--- config.mk ---
export PLATFORM = sky130hd
export DESIGN_NAME = supply_voltage_window_monitor_top
export DESIGN_NICKNAME = d
export VERILOG_FILES = /design/src/rtl/core/svwm_pkg.sv /design/src/rtl/core/supply_voltage_window_monitor_top.sv
export VERILOG_INCLUDE_DIRS = /design/src /design/src/rtl/core
export SDC_FILE = /design/constraint.sdc
export NUM_CORES = 1
export LEC_CHECK = 0
export BUFFER_PORTS_ARGS = -buffer_cell sky130_fd_sc_hd__buf_2
export CAP_MARGIN = 20
export CORE_UTILIZATION = 68
export DETAILED_ROUTE_END_ITERATION = 8
export GPL_TIMING_DRIVEN = 0
export MAX_ROUTING_LAYER = met4
export PLACE_DENSITY = 0.86
export SLEW_MARGIN = 20
export SYNTH_ARGS = -nofsm -noshare
export SYNTH_HDL_FRONTEND = slang
export SYNTH_SLANG_ARGS = --single-unit
--- constraint.sdc ---
create_clock -name clk -period 7.5 [get_ports clk]
set_clock_uncertainty 0.2 [all_clocks]
set_input_delay 0.375 -clock clk [delete_from_list [all_inputs] [get_ports clk]]
set_output_delay 0.375 -clock clk [all_outputs]
set_load 0.01 [all_outputs]
--- src/rtl/core/supply_voltage_window_monitor_top_defines.svh ---
// Assertion macros for the supply voltage window monitor.
// SVWM_CHECK holds a condition at every clock edge out of reset.
// SVWM_CHECK_NEXT checks that a condition in one cycle implies another in the next.
`ifndef SUPPLY_VOLTAGE_WINDOW_MONITOR_TOP_DEFINES_SVH
`define SUPPLY_VOLTAGE_WINDOW_MONITOR_TOP_DEFINES_SVH
`ifndef NO_ASSERTIONS
`define SVWM_CHECK(label, cond, msg) \
	label: assert property (@(posedge clk) disable iff (!arst_n) (cond)) else $error(msg);
`define SVWM_CHECK_NEXT(label, pre, post, msg) \
	label: assert property (@(posedge clk) disable iff (!arst_n) (pre) |=> (post)) \
		else $error(msg);
`else
`define SVWM_CHECK(label, cond, msg)
`define SVWM_CHECK_NEXT(label, pre, post, msg)
`endif
`endif

--- src/rtl/core/svwm_pkg.sv ---
package svwm_pkg;

	// Field and counter widths.
	localparam int MV_W    = 16;
	localparam int STAT_W  = 2;
	localparam int WIN_W   = 8;
	localparam int OU_W    = 5;
	localparam int WIN_MAX = (1 << WIN_W) - 1;
	localparam int OU_MAX  = (1 << OU_W) - 1;

	// Configuration register indexes.
	localparam int NUM_REGS = 8;
	localparam int IDX_W    = 3;
	localparam logic [IDX_W-1:0] REG_OVER_LIMIT    = 3'd0;
	localparam logic [IDX_W-1:0] REG_UNDER_LIMIT   = 3'd1;
	localparam logic [IDX_W-1:0] REG_GOOD_UPPER    = 3'd2;
	localparam logic [IDX_W-1:0] REG_GOOD_LOWER    = 3'd3;
	localparam logic [IDX_W-1:0] REG_BAD_UPPER     = 3'd4;
	localparam logic [IDX_W-1:0] REG_BAD_LOWER     = 3'd5;
	localparam logic [IDX_W-1:0] REG_OVER_RELEASE  = 3'd6;
	localparam logic [IDX_W-1:0] REG_UNDER_RELEASE = 3'd7;

	typedef logic [MV_W-1:0] mv_t;
	typedef mv_t regs_t [NUM_REGS];

	// Reset values of the threshold registers, in index order.
	localparam regs_t REG_RESET = '{
		16'd60000, 16'd36000, 16'd58000, 16'd40000,
		16'd59000, 16'd38000, 16'd56000, 16'd42000
	};

	// Supply status codes.
	typedef logic [STAT_W-1:0] status_t;
	localparam status_t ST_UNKNOWN = 2'd0;
	localparam status_t ST_NORMAL  = 2'd1;
	localparam status_t ST_OVER    = 2'd2;
	localparam status_t ST_UNDER   = 2'd3;

	// Default debounce lengths in samples.
	localparam int unsigned OVER_TICKS_DEF  = 20;
	localparam int unsigned UNDER_TICKS_DEF = 20;
	localparam int unsigned GOOD_TICKS_DEF  = 200;
	localparam int unsigned BAD_TICKS_DEF   = 20;

	// Saturating up/down step: up stops at the limit, down stops at zero.
	function automatic logic [WIN_W-1:0] sat_count(input logic [WIN_W-1:0] cnt,
			input logic up, input logic [WIN_W-1:0] lim);
		logic [WIN_W-1:0] res;
		res = cnt;
		if (up) begin
			if (cnt < lim) res = cnt + 1'b1;
		end else if (cnt != '0) begin
			res = cnt - 1'b1;
		end
		return res;
	endfunction

endpackage

--- src/rtl/core/supply_voltage_window_monitor_top.sv ---
// Supply voltage window monitor: one millivolt sample per request, one status result per
// sample. The status (unknown, normal, overvoltage, undervoltage) is debounced by
// saturating counters and every status change clears all counters. A sample is taken
// every cycle while the result side keeps up. A sample lands in the input register when
// accepted; the status registers that form the result update as it advances into the
// result register. The result side's stall passes combinationally to the input stall
// when the input and result registers are both full, so one stalled result holds back
// at most one more sample. The user must write thresholds through the configuration
// port only while no sample is in flight; the block itself does not enforce this.
`include "supply_voltage_window_monitor_top_defines.svh"

module supply_voltage_window_monitor_top #(
	parameter int unsigned OVER_TICKS  = svwm_pkg::OVER_TICKS_DEF,
	parameter int unsigned UNDER_TICKS = svwm_pkg::UNDER_TICKS_DEF,
	parameter int unsigned GOOD_TICKS  = svwm_pkg::GOOD_TICKS_DEF,
	parameter int unsigned BAD_TICKS   = svwm_pkg::BAD_TICKS_DEF
) (
	input  logic                          clk,
	input  logic                          arst_n,
	// Configuration write port.
	input  logic                          cfg_wr_en,
	input  logic [svwm_pkg::IDX_W-1:0]    cfg_index,
	input  logic [svwm_pkg::MV_W-1:0]     cfg_data,
	// Sample channel.
	input  logic                          in_valid,
	output logic                          in_stall,
	input  logic [svwm_pkg::MV_W-1:0]     sample_mv,
	// Result channel.
	output logic                          out_valid,
	input  logic                          out_stall,
	output logic [svwm_pkg::STAT_W-1:0]   supply_status,
	output logic                          supply_ok
);

	// Debounce limits, clamped to what each counter can hold.
	localparam logic [svwm_pkg::WIN_W-1:0] LimOver = (OVER_TICKS > svwm_pkg::OU_MAX) ?
		svwm_pkg::WIN_W'(svwm_pkg::OU_MAX) : svwm_pkg::WIN_W'(OVER_TICKS);
	localparam logic [svwm_pkg::WIN_W-1:0] LimUnder = (UNDER_TICKS > svwm_pkg::OU_MAX) ?
		svwm_pkg::WIN_W'(svwm_pkg::OU_MAX) : svwm_pkg::WIN_W'(UNDER_TICKS);
	localparam logic [svwm_pkg::WIN_W-1:0] LimGood = (GOOD_TICKS > svwm_pkg::WIN_MAX) ?
		svwm_pkg::WIN_W'(svwm_pkg::WIN_MAX) : svwm_pkg::WIN_W'(GOOD_TICKS);
	localparam logic [svwm_pkg::WIN_W-1:0] LimBad = (BAD_TICKS > svwm_pkg::WIN_MAX) ?
		svwm_pkg::WIN_W'(svwm_pkg::WIN_MAX) : svwm_pkg::WIN_W'(BAD_TICKS);

	svwm_pkg::regs_t               cfg_q;
	logic                          valid_s1;
	svwm_pkg::mv_t                 sample_s1;
	logic                          out_valid_s2;
	svwm_pkg::status_t             status_q;
	logic                          ok_q;
	logic [svwm_pkg::WIN_W-1:0]    win_q;
	logic [svwm_pkg::OU_W-1:0]     over_q;
	logic [svwm_pkg::OU_W-1:0]     under_q;

	logic                          adv_s1;
	logic                          over_up;
	logic                          under_up;
	logic                          win_up;
	logic [svwm_pkg::WIN_W-1:0]    win_lim;
	logic [svwm_pkg::WIN_W-1:0]    win_nx;
	logic [svwm_pkg::OU_W-1:0]     over_nx;
	logic [svwm_pkg::OU_W-1:0]     under_nx;
	logic                          go;
	svwm_pkg::status_t             go_status;

	// Threshold registers.
	always_ff @(posedge clk or negedge arst_n) begin
		if (!arst_n) begin
			cfg_q <= svwm_pkg::REG_RESET;
		end else if (cfg_wr_en) begin
			cfg_q[cfg_index] <= cfg_data;
		end
	end

	// Handshake: the input register moves on when the result register is free.
	assign adv_s1   = valid_s1 && (!out_valid_s2 || !out_stall);
	assign in_stall = valid_s1 && !adv_s1;

	always_ff @(posedge clk or negedge arst_n) begin
		if (!arst_n) begin
			valid_s1     <= 1'b0;
			out_valid_s2 <= 1'b0;
		end else begin
			if (!in_stall) valid_s1 <= in_valid;
			if (!out_valid_s2 || !out_stall) out_valid_s2 <= valid_s1;
		end
	end

	always_ff @(posedge clk) begin
		if (in_valid && !in_stall) sample_s1 <= sample_mv;
	end

	// Condition decode and counter update for the current status.
	always_comb begin
		over_up   = sample_s1 > cfg_q[svwm_pkg::REG_OVER_LIMIT];
		under_up  = sample_s1 < cfg_q[svwm_pkg::REG_UNDER_LIMIT];
		win_up    = 1'b0;
		win_lim   = LimGood;
		over_nx   = over_q;
		under_nx  = under_q;
		go        = 1'b0;
		go_status = svwm_pkg::ST_UNKNOWN;
		unique case (status_q)
			svwm_pkg::ST_UNKNOWN: begin
				win_up = (sample_s1 < cfg_q[svwm_pkg::REG_GOOD_UPPER]) &&
					(sample_s1 > cfg_q[svwm_pkg::REG_GOOD_LOWER]);
			end
			svwm_pkg::ST_NORMAL: begin
				win_up = (sample_s1 > cfg_q[svwm_pkg::REG_BAD_UPPER]) ||
					(sample_s1 < cfg_q[svwm_pkg::REG_BAD_LOWER]);
				win_lim = LimBad;
			end
			svwm_pkg::ST_OVER: begin
				win_up = sample_s1 < cfg_q[svwm_pkg::REG_OVER_RELEASE];
			end
			default: begin
				win_up = sample_s1 > cfg_q[svwm_pkg::REG_UNDER_RELEASE];
			end
		endcase

		win_nx = svwm_pkg::sat_count(win_q, win_up, win_lim);
		if (status_q == svwm_pkg::ST_UNKNOWN || status_q == svwm_pkg::ST_NORMAL) begin
			over_nx  = svwm_pkg::OU_W'(svwm_pkg::sat_count(svwm_pkg::WIN_W'(over_q),
				over_up, LimOver));
			under_nx = svwm_pkg::OU_W'(svwm_pkg::sat_count(svwm_pkg::WIN_W'(under_q),
				under_up, LimUnder));
		end

		// Transition choice, in the priority each status defines.
		unique case (status_q)
			svwm_pkg::ST_UNKNOWN: begin
				priority if (svwm_pkg::WIN_W'(over_nx) >= LimOver) begin
					go = 1'b1; go_status = svwm_pkg::ST_OVER;
				end else if (svwm_pkg::WIN_W'(under_nx) >= LimUnder) begin
					go = 1'b1; go_status = svwm_pkg::ST_UNDER;
				end else if (win_nx >= LimGood) begin
					go = 1'b1; go_status = svwm_pkg::ST_NORMAL;
				end
			end
			svwm_pkg::ST_NORMAL: begin
				priority if (win_nx >= LimBad) begin
					go = 1'b1; go_status = svwm_pkg::ST_UNKNOWN;
				end else if (svwm_pkg::WIN_W'(over_nx) >= LimOver) begin
					go = 1'b1; go_status = svwm_pkg::ST_OVER;
				end else if (svwm_pkg::WIN_W'(under_nx) >= LimUnder) begin
					go = 1'b1; go_status = svwm_pkg::ST_UNDER;
				end
			end
			default: begin
				go        = win_nx >= LimGood;
				go_status = svwm_pkg::ST_UNKNOWN;
			end
		endcase
	end

	// Status and counters; a transition clears every counter.
	always_ff @(posedge clk or negedge arst_n) begin
		if (!arst_n) begin
			status_q <= svwm_pkg::ST_UNKNOWN;
			ok_q     <= 1'b0;
			win_q    <= '0;
			over_q   <= '0;
			under_q  <= '0;
		end else if (adv_s1) begin
			if (go) begin
				status_q <= go_status;
				ok_q     <= go_status == svwm_pkg::ST_NORMAL;
				win_q    <= '0;
				over_q   <= '0;
				under_q  <= '0;
			end else begin
				win_q   <= win_nx;
				over_q  <= over_nx;
				under_q <= under_nx;
			end
		end
	end

	// The status registers hold the latest result until the next sample advances.
	assign out_valid     = out_valid_s2;
	assign supply_status = status_q;
	assign supply_ok     = ok_q;

	`SVWM_CHECK(a_ok_matches_status, ok_q == (status_q == svwm_pkg::ST_NORMAL),
		"ok flag disagrees with status")
	`SVWM_CHECK(a_ou_idle_outside, (status_q == svwm_pkg::ST_UNKNOWN ||
		status_q == svwm_pkg::ST_NORMAL) || (over_q == '0 && under_q == '0),
		"over/under counters active in a fault status")
	`SVWM_CHECK(a_change_clears, $stable(status_q) ||
		(win_q == '0 && over_q == '0 && under_q == '0),
		"status change left a counter set")
	`SVWM_CHECK(a_ou_below_limit, svwm_pkg::WIN_W'(over_q) < LimOver &&
		svwm_pkg::WIN_W'(under_q) < LimUnder, "debounce counter passed its limit")
	`SVWM_CHECK_NEXT(a_result_follows, adv_s1, out_valid_s2,
		"advanced sample produced no result")

endmodule
==> summary.md, run 1 <==
| Metric | Value |
|---|---|
| Status | `finished, final reports clean` |
| Final Hold Fails | `0` |
| P_int | `2.26 mW` |
| Vias/cell | `6.41` |
| Final setup fails | `0` |
| FF+latch count, synth | `167` |
| Rows | `45` |
| H-Tree Depth | `4` |
| First-pass GRT wire length | `46400 um` |
| Post-synthesis mux area share | `0.0803` |
| CTS buffer count | `17` |
| Worst-path clk slew | `0.07 ns` |
| RSZ-0062 raised after global routing | `no` |
| Clock power share | `0.253` |
| Util after Layout | `0.788` |
| IO buf count | `40` |
| Worst slew pin tran | `0.860 ns` |
| Router iterations before antenna repair | `8` |
| EDFF count, synth | `16` |
| Initial antenna violation count | `0` |
| Fraction of layout cells with a size suffix above 1 | `0.175` |
| Cell leakage power | `5.49 nW` |
| Register area share after synthesis | `0.402` |
| Hold buffers post-CTS | `19` |
| Synth Area in XOR/XNOR | `0.00163` |
| Critical path type | `flip-flop to flip-flop` |
| Worst-Skew Late Latency | `0.44 ns` |
| Initial core utilization | `0.702` |
| Post-Synth Simple-Gate Area | `0.127` |
| Root Buffer | `clkbuf_16` |
| Crit path largest cell delay | `0.72 ns` |
| Worst Setup SP | `supply_status[1]` |
| Compound-gate portion of the synthesized area | `0.168` |
| Synth warnings | `0` |
| Hpwl dp | `18700 um` |
| Switch share | `0.385` |
| Ys flop type | `dfrtp_1` |
| Flop pwr share | `0.356` |
| VDD IR-drop max | `202 uV` |
| WL final | `28600 um` |
| Crit-path leading delay family | `compound AO/OA/AOI/OAI gates` |
| Crit-path cells | `clkbuf_1 > inv_1 > clkbuf_1 > nand2_1 > inv_1 > ha_1 > nor4b_4 > o21ai_2 > a2111oi_4 > mux2i_1 > o211ai_1 > o22a_1 > a21boi_2 > a2111oi_4 > nor3_4 > mux2_4` |
| Setup bufs post-CTS | `0` |
| Synth Net Count | `1276` |
| Layout area overhead | `12.2%` |
| GRT Util Overall | `0.384` |
| Synth Area per Inst | `9.77 um2` |
| Setup_tns | `0 ns` |
| Vias in the first global route | `9224` |
| Post-CTS sizing | `0` |
| Commonest cells post-synth | `inv_1, ha_1, dfrtp_1, o21ai_0, nand2_1` |
| Bufs on Longest Clock Path | `2` |
| Drt drc | `0` |
| Largest net degree at the start of global routing | `95` |
| CP Max Fanout | `10` |
| # IOs | `45` |
| Startpoint Class | `flip-flop` |
| Antenna-violating nets left | `0` |
| Critical path capture point type | `flip-flop` |
| Cell with the most instances after synthesis | `inv_1` |
| Async SR Flop Fraction | `0.904` |
| Fin crit share | `0.730` |
| Area leader, netlist | `dfrtp_1` |
| Combinational share of power | `0.391` |
| Crit path DAT | `5.60 ns` |
| CTS tree | `built` |
| Die W | `128 um` |
| Vias | `9005` |
| Slowest library cell on the worst path | `a2111oi_4` |
| Fmax | `0.183 GHz` |
| Top-area cell type share of the netlist area | `0.237` |
| P per Cell Area | `305 nW/um2` |
| Pre-CTS setup slack | `2.20 ns` |
| Critical Path RT | `7.63 ns` |
| Final WS setup | `2.03 ns` |
| Buf/Inv on CP | `4` |
| Max-capacitance violation count | `0` |
| Largest family of logic cells by synthesized area | `compound AO/OA/AOI/OAI gates` |
| Top post-synthesis cells by area | `dfrtp_1, ha_1, dfstp_2` |
| Synth Instances | `1101` |
| Netlist cell types | `74` |
| Full die area | `16300 um2` |
| Filler Cell Count | `953` |
| Starting DRT DRC Count | `968` |
| Fin crit period | `5.47 ns` |
| Fin area | `12100 um2` |
| Total power | `3.68 mW` |
| Clock Sinks | `167` |
| Start of the worst register-to-register path | `supply_status[1]` |
| Diodes inserted | `0` |
| Core Box Area | `15300 um2` |
| Chip height | `128 um` |
| Mapped cell area | `10800 um2` |
| WL per Instance | `20.4 um` |
| Worst min-delay path startpoint | `cfg_data[3]` |
| Adder-Cell Fraction of Synth Area | `0.157` |
| Slew Limit Headroom | `0.421` |
| Total gr overflow | `0` |
| Hold Crit Class | `input port to flip-flop` |
| Psw | `1.42 mW` |
| Area of placed instances | `11300 um2` |
| Slew Limit Fails | `0` |
| RePlAce Congestion | `0.930` |
| Final net count | `1355` |
## worst register-to-register path, cell delays in order (launching register included)
cell       delay, ns
dfrtp_1         0.44
clkbuf_1        0.50
inv_1           0.26
clkbuf_1        0.34
nand2_1         0.27
inv_1           0.12
ha_1            0.24
nor4b_4         0.33
o21ai_2         0.14
a2111oi_4       0.49
mux2i_1         0.25
o211ai_1        0.16
o22a_1          0.25
a21boi_2        0.17
a2111oi_4       0.72
nor3_4          0.16
mux2_4          0.33
## power groups by stage
| stage | Combinational (mW) | Clock [mW] | Sequential [mW] |
|---|---|---|---|
| 2_1_floorplan | 1.04 | 0 | 1.26 |
| 3_3_place_gp | 1.30 | 0 | 1.30 |
| 3_5_place_dp | 1.36 | 0 | 1.31 |
| 4_1_cts | 1.41 | 0.929 | 1.30 |
| 5_1_grt | 1.60 | 0.961 | 1.33 |
| 6_report | 1.44 | 0.932 | 1.31 |
## flip-flops by register name, indices dropped and copies added (netlist names)
name	flops
out_valid	1
supply_ok	1
sample_s1	16
win_q	8
under_q	5
over_q	5
supply_status	2
cfg_q	128
valid_s1	1
## layer usage
layer / wire length, um / part of all wire / track usage
met5: 0 / 0 / -
met4: 1040 / 0.036 / 0.185
met2: 13300 / 0.47 / 0.595
met3: 2310 / 0.081 / 0.0693
met1: 11900 / 0.42 / 0.491
## cells in the final DEF (no fill, tap or decap), drive strengths merged, types with 6 or more instances in the layout
cell type,count
a2111oi,10
a211o,6
a211oi,13
a21o,20
a21oi,46
and2,7
and3,7
buf,43
clkbuf,55
dfrtp,102
dfstp,49
dlygate4sd3,19
edfxtp,16
ha,135
inv,147
mux2,71
mux2i,6
nand2,95
nand2b,11
nand3,17
nand4,28
nor2,36
nor2b,9
nor3,25
nor4,8
o211ai,8
o21a,8
o21ai,102
o22ai,6
o31ai,6
## logic make-up (layout without fill, tap and decap cells)
| kind of cell | Yosys count | count (layout) |
|---|---|---|
| simple gates | 268 | 268 |
| mux | 77 | 77 |
| flops | 167 | 167 |
| fa+ha+maj | 135 | 135 |
| xor+xnor | 2 | 2 |
| buf+inv | 182 | 274 |
| compound gates | 270 | 270 |
## final timing paths
kind / endpoint / cells past startpoint / slack [ns]
hold / removal: cfg_q[51] / 3 / 0.05
hold reg to reg: cfg_q[117] / 2 / 0.30
min in group asynchronous: cfg_q[116] / 2 / 0.27
max in group asynchronous: cfg_q[107] / 3 / 6.02
setup / recovery: supply_ok / 16 / 2.03
setup reg to reg: supply_ok / 16 / 2.03
## layout make-up
class	instances	area [um2]	area share
inverter	142	533	0.0442
tap	211	264	0.0219
clock inverter	15	190	0.0158
timing repair buffer	60	428	0.0355
clock buffer	17	425	0.0353
sequential	167	4320	0.358
buffer	40	159	0.0132
multi-input combinational	752	5740	0.476
## per-stage QoR
| stage | hold slack [ns] | std cells |
|---|---|---|
| 3_3_place_gp | 0.287 | 1352 |
| 4_1_cts | 0.0449 | 1404 |
| 5_1_grt | 0.0587 | 1404 |
| 2_1_floorplan | -0.121 | 1101 |
| 6_report | 0.0549 | 1404 |
| 3_5_place_dp | 0.139 | 1353 |
Note: power is estimated with default switching activity, not from simulation.
==> run 2, diff against run 1 <==
- ABC_AREA: not set -> 1
- CORE_UTILIZATION: 68 -> 63
- PLACE_DENSITY: 0.86 -> 0.8
- clock period: 7.5 -> 5.35 ns (I/O delays scaled with it)
==> summary.md, run 2 <==
| Metric | Value |
|---|---|
| Status | `finished, final reports clean` |
| Initial antenna violation count | `0` |
| Worst-path clk slew | `0.07 ns` |
| Starting DRT DRC Count | `783` |
| Rows | `46` |
| FF+latch count, synth | `167` |
| Synth Area per Inst | `8.10 um2` |
| Hold Crit Class | `input port to flip-flop` |
| Critical Path RT | `5.50 ns` |
| Area of placed instances | `11100 um2` |
| Worst Setup SP | `sample_s1[15]` |
| Synth Instances | `1304` |
| Start of the worst register-to-register path | `sample_s1[15]` |
| Drt drc | `0` |
| Hold buffers post-CTS | `34` |
| Hpwl dp | `19000 um` |
| EDFF count, synth | `16` |
| Vias/cell | `5.67` |
| Fin crit period | `3.72 ns` |
| Area leader, netlist | `dfrtp_1` |
| Register area share after synthesis | `0.409` |
| Bufs on Longest Clock Path | `2` |
| H-Tree Depth | `4` |
| Antenna-violating nets left | `0` |
| Worst min-delay path startpoint | `cfg_data[0]` |
| Total gr overflow | `0` |
| Critical path capture point type | `flip-flop` |
| Critical path type | `flip-flop to flip-flop` |
| Chip height | `131 um` |
| Filler Cell Count | `1237` |
| Fraction of layout cells with a size suffix above 1 | `0.117` |
| Slew Limit Headroom | `0.347` |
| RePlAce Congestion | `0.903` |
| Largest net degree at the start of global routing | `95` |
| Top reg by flops | `cfg_q` |
| Root Buffer | `clkbuf_16` |
| Mapped cell area | `10600 um2` |
| Synth warnings | `0` |
| Fin area | `12000 um2` |
| Full die area | `17300 um2` |
| Initial core utilization | `0.655` |
| Worst-Skew Late Latency | `0.44 ns` |
| Fin crit share | `0.696` |
| VDD IR-drop max | `322 uV` |
| Vias in the first global route | `9030` |
| RSZ-0062 raised after global routing | `no` |
| Async SR Flop Fraction | `0.904` |
| Router iterations before antenna repair | `5` |
| Setup bufs post-CTS | `0` |
| Layout area overhead | `13.8%` |
| Setup_tns | `0 ns` |
| Core Box Area | `16100 um2` |
| Cell leakage power | `6.02 nW` |
| WL per Instance | `17.1 um` |
| CTS buffer count | `17` |
| Die W | `131 um` |
| Fmax | `0.269 GHz` |
| Clock Sinks | `167` |
| Crit path DAT | `3.87 ns` |
| Slew Limit Fails | `0` |
| Vias | `9250` |
| Max-capacitance violation count | `0` |
| CP Max Fanout | `10` |
| Final net count | `1577` |
| P per Cell Area | `430 nW/um2` |
| Top post-synthesis cells by area | `dfrtp_1, ha_1, dfstp_2` |
| Commonest cells post-synth | `nand2_1, inv_1, o21ai_0, ha_1, dfrtp_1` |
| Top-area cell type share of the netlist area | `0.242` |
| Commonest cells after routing, fill and taps aside | `nand2_1, inv_1, o21ai_0, ha_1, dfrtp_1` |
| # IOs | `45` |
| CTS tree | `built` |
| Netlist cell types | `42` |
| Diodes inserted | `0` |
| Synth Net Count | `1479` |
| Cell with the most instances after synthesis | `nand2_1` |
| Startpoint Class | `flip-flop` |
| Final setup fails | `0` |
| Commonest non-fill, non-tap cell in the layout | `nand2_1` |
| Ys flop type | `dfrtp_1` |
| WL final | `27900 um` |
| GRT Util Overall | `0.350` |
| Biggest regs | `cfg_q: 128 flops, sample_s1: 16 flops, win_q: 8 flops` |
| Max reg flops | `128` |
| Worst slew pin tran | `0.979 ns` |
| IO buf count | `44` |
| First-pass GRT wire length | `45300 um` |
| Post-CTS sizing | `0` |
| Final Hold Fails | `0` |
-- run 2: changes by cell type after synthesis, sizes merged, moves of 16 or more --
cell	delta
a21o	-19
a21oi	+19
inv	+71
mux2	-71
nand2	+251
nand3	+28
nand4	-20
nor2	+29
nor3	-16
o21ai	+61
xor2	+17
-- run 2: metal layers --
metal  wire length [um]  up-vias  part of all wire  GRT usage
met5                  0        -                 0          -
met4                986        0             0.035      0.136
met3               2160       78             0.077     0.0783
met2              13000      338              0.47      0.555
met1              11800     4409              0.42      0.438
li1                   -     4425                 -          -
-- run 2: layout make-up --
class / count / area, um2 / area share
clock buffer: 19 / 433 / 0.0360
clock inverter: 13 / 153 / 0.0127
timing repair buffer: 79 / 598 / 0.0498
multi-input combinational: 892 / 5300 / 0.441
tap: 216 / 270 / 0.0225
inverter: 214 / 803 / 0.0669
sequential: 167 / 4320 / 0.360
buffer: 31 / 135 / 0.0113
-- run 2: path summary, 6_finish.rpt --
| kind | end | slack (ns) | depth (start not counted) |
|---|---|---|---|
| max | win_q[6] | 1.63 | 18 |
| min | cfg_q[16] | 0.02 | 3 |
| max reg2reg | win_q[6] | 1.63 | 18 |
| min reg2reg | supply_ok | 0.27 | 2 |
| max in group asynchronous | cfg_q[22] | 3.89 | 3 |
| min in group asynchronous | cfg_q[45] | 0.26 | 2 |
-- run 2: where the power goes --
group	switching, mW	total, mW	internal, mW
logic	1.30	2.11	0.814
clock network	0.521	1.25	0.732
registers	0.205	1.80	1.59
-- run 2: logic make-up (layout without fill, tap and decap cells) --
group,Yosys count,count (layout),share of synthesized area
adders and majority gates,135,135,0.160
AOI/OAI and AO/OA,256,256,0.132
muxes,1,1,0.000948
and+or+nand+nor,482,482,0.194
buffers and inverters,245,356,0.0889
xor gates and xnor gates,18,18,0.0149
DFF,167,167,0.409
-- run 2: stage by stage --
step / hold slack (ns) / total power, mW / util / cells / setup slack (ns)
floorplan: -0.228 / 3.36 / - / 1304 / 2.40
global placement: 0.244 / 3.77 / 0.685 / 1564 / 1.61
detailed placement: 0.143 / 3.86 / 0.688 / 1565 / 1.84
CTS: 0.00912 / 5.15 / 0.745 / 1631 / 1.77
global route: 0.0460 / 5.54 / 0.745 / 1631 / 1.45
finish: 0.0196 / 5.17 / 0.745 / 1631 / 1.63
-- run 2: critical path, cell delays in order (launching register included) --
cell,delay (ns)
edfxtp_1,0.61
ha_1,0.41
nand2_1,0.09
nor4_2,0.54
nand3_1,0.27
nand2_1,0.24
nand2_1,0.10
nand2_1,0.08
nand2_1,0.07
nand2_1,0.07
nand2_1,0.05
nand2_1,0.10
nand2_1,0.09
inv_1,0.08
nand3_2,0.08
nand2_2,0.08
nand3_4,0.16
buf_12,0.21
o22ai_2,0.10
==> run 3, diff against run 2 <==
- ABC_AREA: 1 -> 0
- CORE_UTILIZATION: 63 -> 57
- PLACE_DENSITY: 0.8 -> 0.76
- clock period: 5.35 -> 3.1 ns (I/O delays scaled with it)
==> summary.md, run 3 (synthesized netlist as in run 1, its figures left out) <==
| Metric | Value |
|---|---|
| Commonest cells after routing, fill and taps aside | `inv_1, ha_1, dfrtp_1, nand2_1, o21ai_0` |
| Full die area | `19400 um2` |
| Most used cell, CP | `buf_4` |
| Biggest regs | `cfg_q: 128 flops, sample_s1: 16 flops, win_q: 8 flops` |
| Startpoint Class | `flip-flop` |
| Antenna-violating nets left | `0` |
| P per Cell Area | `712 nW/um2` |
| Critical path type | `flip-flop to flip-flop` |
| Die W | `139 um` |
| CTS buffer count | `17` |
| CP Max Fanout | `7` |
| Crit-path cells | `buf_4 > buf_4 > ha_1 > nand4_1 > a211oi_1 > a221oi_2 > buf_4 > buf_4 > a211oi_1 > a2bb2oi_2 > a21oi_2 > a2111oi_4 > buf_4 > nor3_4 > mux2_4` |
| GRT met2 Usage | `0.510` |
| Final Hold Fails | `0` |
| Crit path largest cell delay | `0.52 ns` |
| Max-capacitance violation count | `0` |
| # IOs | `45` |
| Hpwl dp | `18600 um` |
| Hold Crit Class | `input port to async pin` |
| Crit path DAT | `4.03 ns` |
| Vias/cell | `6.02` |
| GRT Util Overall | `0.324` |
| Core Box Area | `18200 um2` |
| Root Buffer | `clkbuf_16` |
| Layout Cells excl Fill | `1489` |
| Worst-path clk slew | `0.07 ns` |
| Bufs on Longest Clock Path | `2` |
| WL final | `29300 um` |
| Clock Sinks | `167` |
| Final WS setup | `-0.802 ns` |
| Pre-CTS setup slack | `-1.29 ns` |
| Critical Path RT | `3.22 ns` |
| Final net count | `1420` |
| Starting DRT DRC Count | `682` |
| IO buf count | `40` |
| Slew Limit Headroom | `0.468` |
| H-Tree Depth | `4` |
| M1 GR Usage | `0.409` |
| First-pass GRT wire length | `46700 um` |
| Fin Hold WS | `0.0896 ns` |
| Critical path capture point type | `flip-flop` |
| Initial antenna violation count | `2` |
| Rows | `49` |
| Fin crit period | `3.90 ns` |
| Vias in the first global route | `9083` |
| Worst-Skew Late Latency | `0.44 ns` |
| Fmax | `0.256 GHz` |
| RePlAce Congestion | `0.902` |
| Drt drc | `0` |
| Total gr overflow | `0` |
| RSZ-0062 raised after global routing | `yes` |
| Slowest library cell on the worst path | `edfxtp_1` |
| Commonest non-fill, non-tap cell in the layout | `inv_1` |
| Largest net degree at the start of global routing | `78` |
| Router iterations before antenna repair | `5` |
| Worst slew pin tran | `0.798 ns` |
| Slew Limit Fails | `0` |
| Final setup fails | `21` |
| Vias | `8964` |
| Status | `finished, violations left` |
| Initial core utilization | `0.591` |
| Chip height | `139 um` |
| Setup_tns | `-15.54 ns` |
| Gr busiest metal | `met2` |
| Top reg by flops | `cfg_q` |
| WL per Instance | `19.7 um` |
| Cell leakage power | `5.83 nW` |
| Inst Count DP | `1371` |
| Fin crit share | `1.26` |
| Fraction of layout cells with a size suffix above 1 | `0.234` |
| CTS tree | `built` |
| Violated checks | `negative setup slack` |
| Layout area overhead | `19.9%` |
| VDD IR-drop max | `404 uV` |
| GRT met3 Usage | `0.0716` |
| Max reg flops | `128` |
## run 3: cell type report
| type | instances | area [um2] |
|---|---|---|
| Inverter | 142 | 546 |
| Timing Repair Buffer | 125 | 966 |
| Tap cell | 229 | 287 |
| Buffer | 40 | 218 |
| Antenna cell | 2 | 5.00 |
| Fill cell | 1298 | 5320 |
| Multi-Input combinational cell | 752 | 5980 |
| Clock buffer | 17 | 425 |
| Clock inverter | 15 | 139 |
| Sequential cell | 167 | 4330 |
## run 3: repair_timing
action,CTS,global route
pin swaps,15,12
hold buffers,36,0
gates resized for setup,30,20
buffers inserted,44,4
hold endpoints to repair,213,0
endpoints found under the setup margin,21,21
## run 3: report_power, final
part           switching (mW)  internal [mW]  leakage [nW]
logic                    2.28           1.70          3.65
registers               0.342           2.79          1.90
clock network            1.00           1.06         0.275
## run 3: path summary, 6_finish.rpt
path	from	endpoint	slack [ns]	cells after the start
min	arst_n	cfg_q[85]	0.09	2
max in group asynchronous	arst_n	cfg_q[61]	1.76	3
max reg2reg	sample_s1[9]	supply_ok	-0.80	15
max	sample_s1[9]	supply_ok	-0.80	15
min in group clk	cfg_index[1]	cfg_q[80]	0.11	4
min reg2reg	cfg_q[107]	cfg_q[107]	0.31	2
## run 3: stage by stage
step                 util  power [mW]  cell area (um2)
finish              0.708        9.18            12900
global route        0.708        9.75            12900
CTS                 0.701        9.00            12800
detailed placement  0.624        6.55            11400
global placement    0.622        6.43            11300
floorplan               -        5.66            10800
## run 3: worst max-delay path: cells and delay by family, from the launching register on
family	cells	cell delay, ns
AOI/OAI and AO/OA	6	1.39
buffers and inverters	5	0.89
DFF	1	0.52
adders and majority gates	1	0.32
muxes	1	0.30
and+or+nand+nor	2	0.16
## run 3: routing by layer
| layer | vias up | wire length [um] |
|---|---|---|
| met4 | 0 | 845 |
| met3 | 74 | 2000 |
| met1 | 4328 | 12900 |
| met5 | - | 0 |
| li1 | 4240 | - |
| met2 | 322 | 13600 |
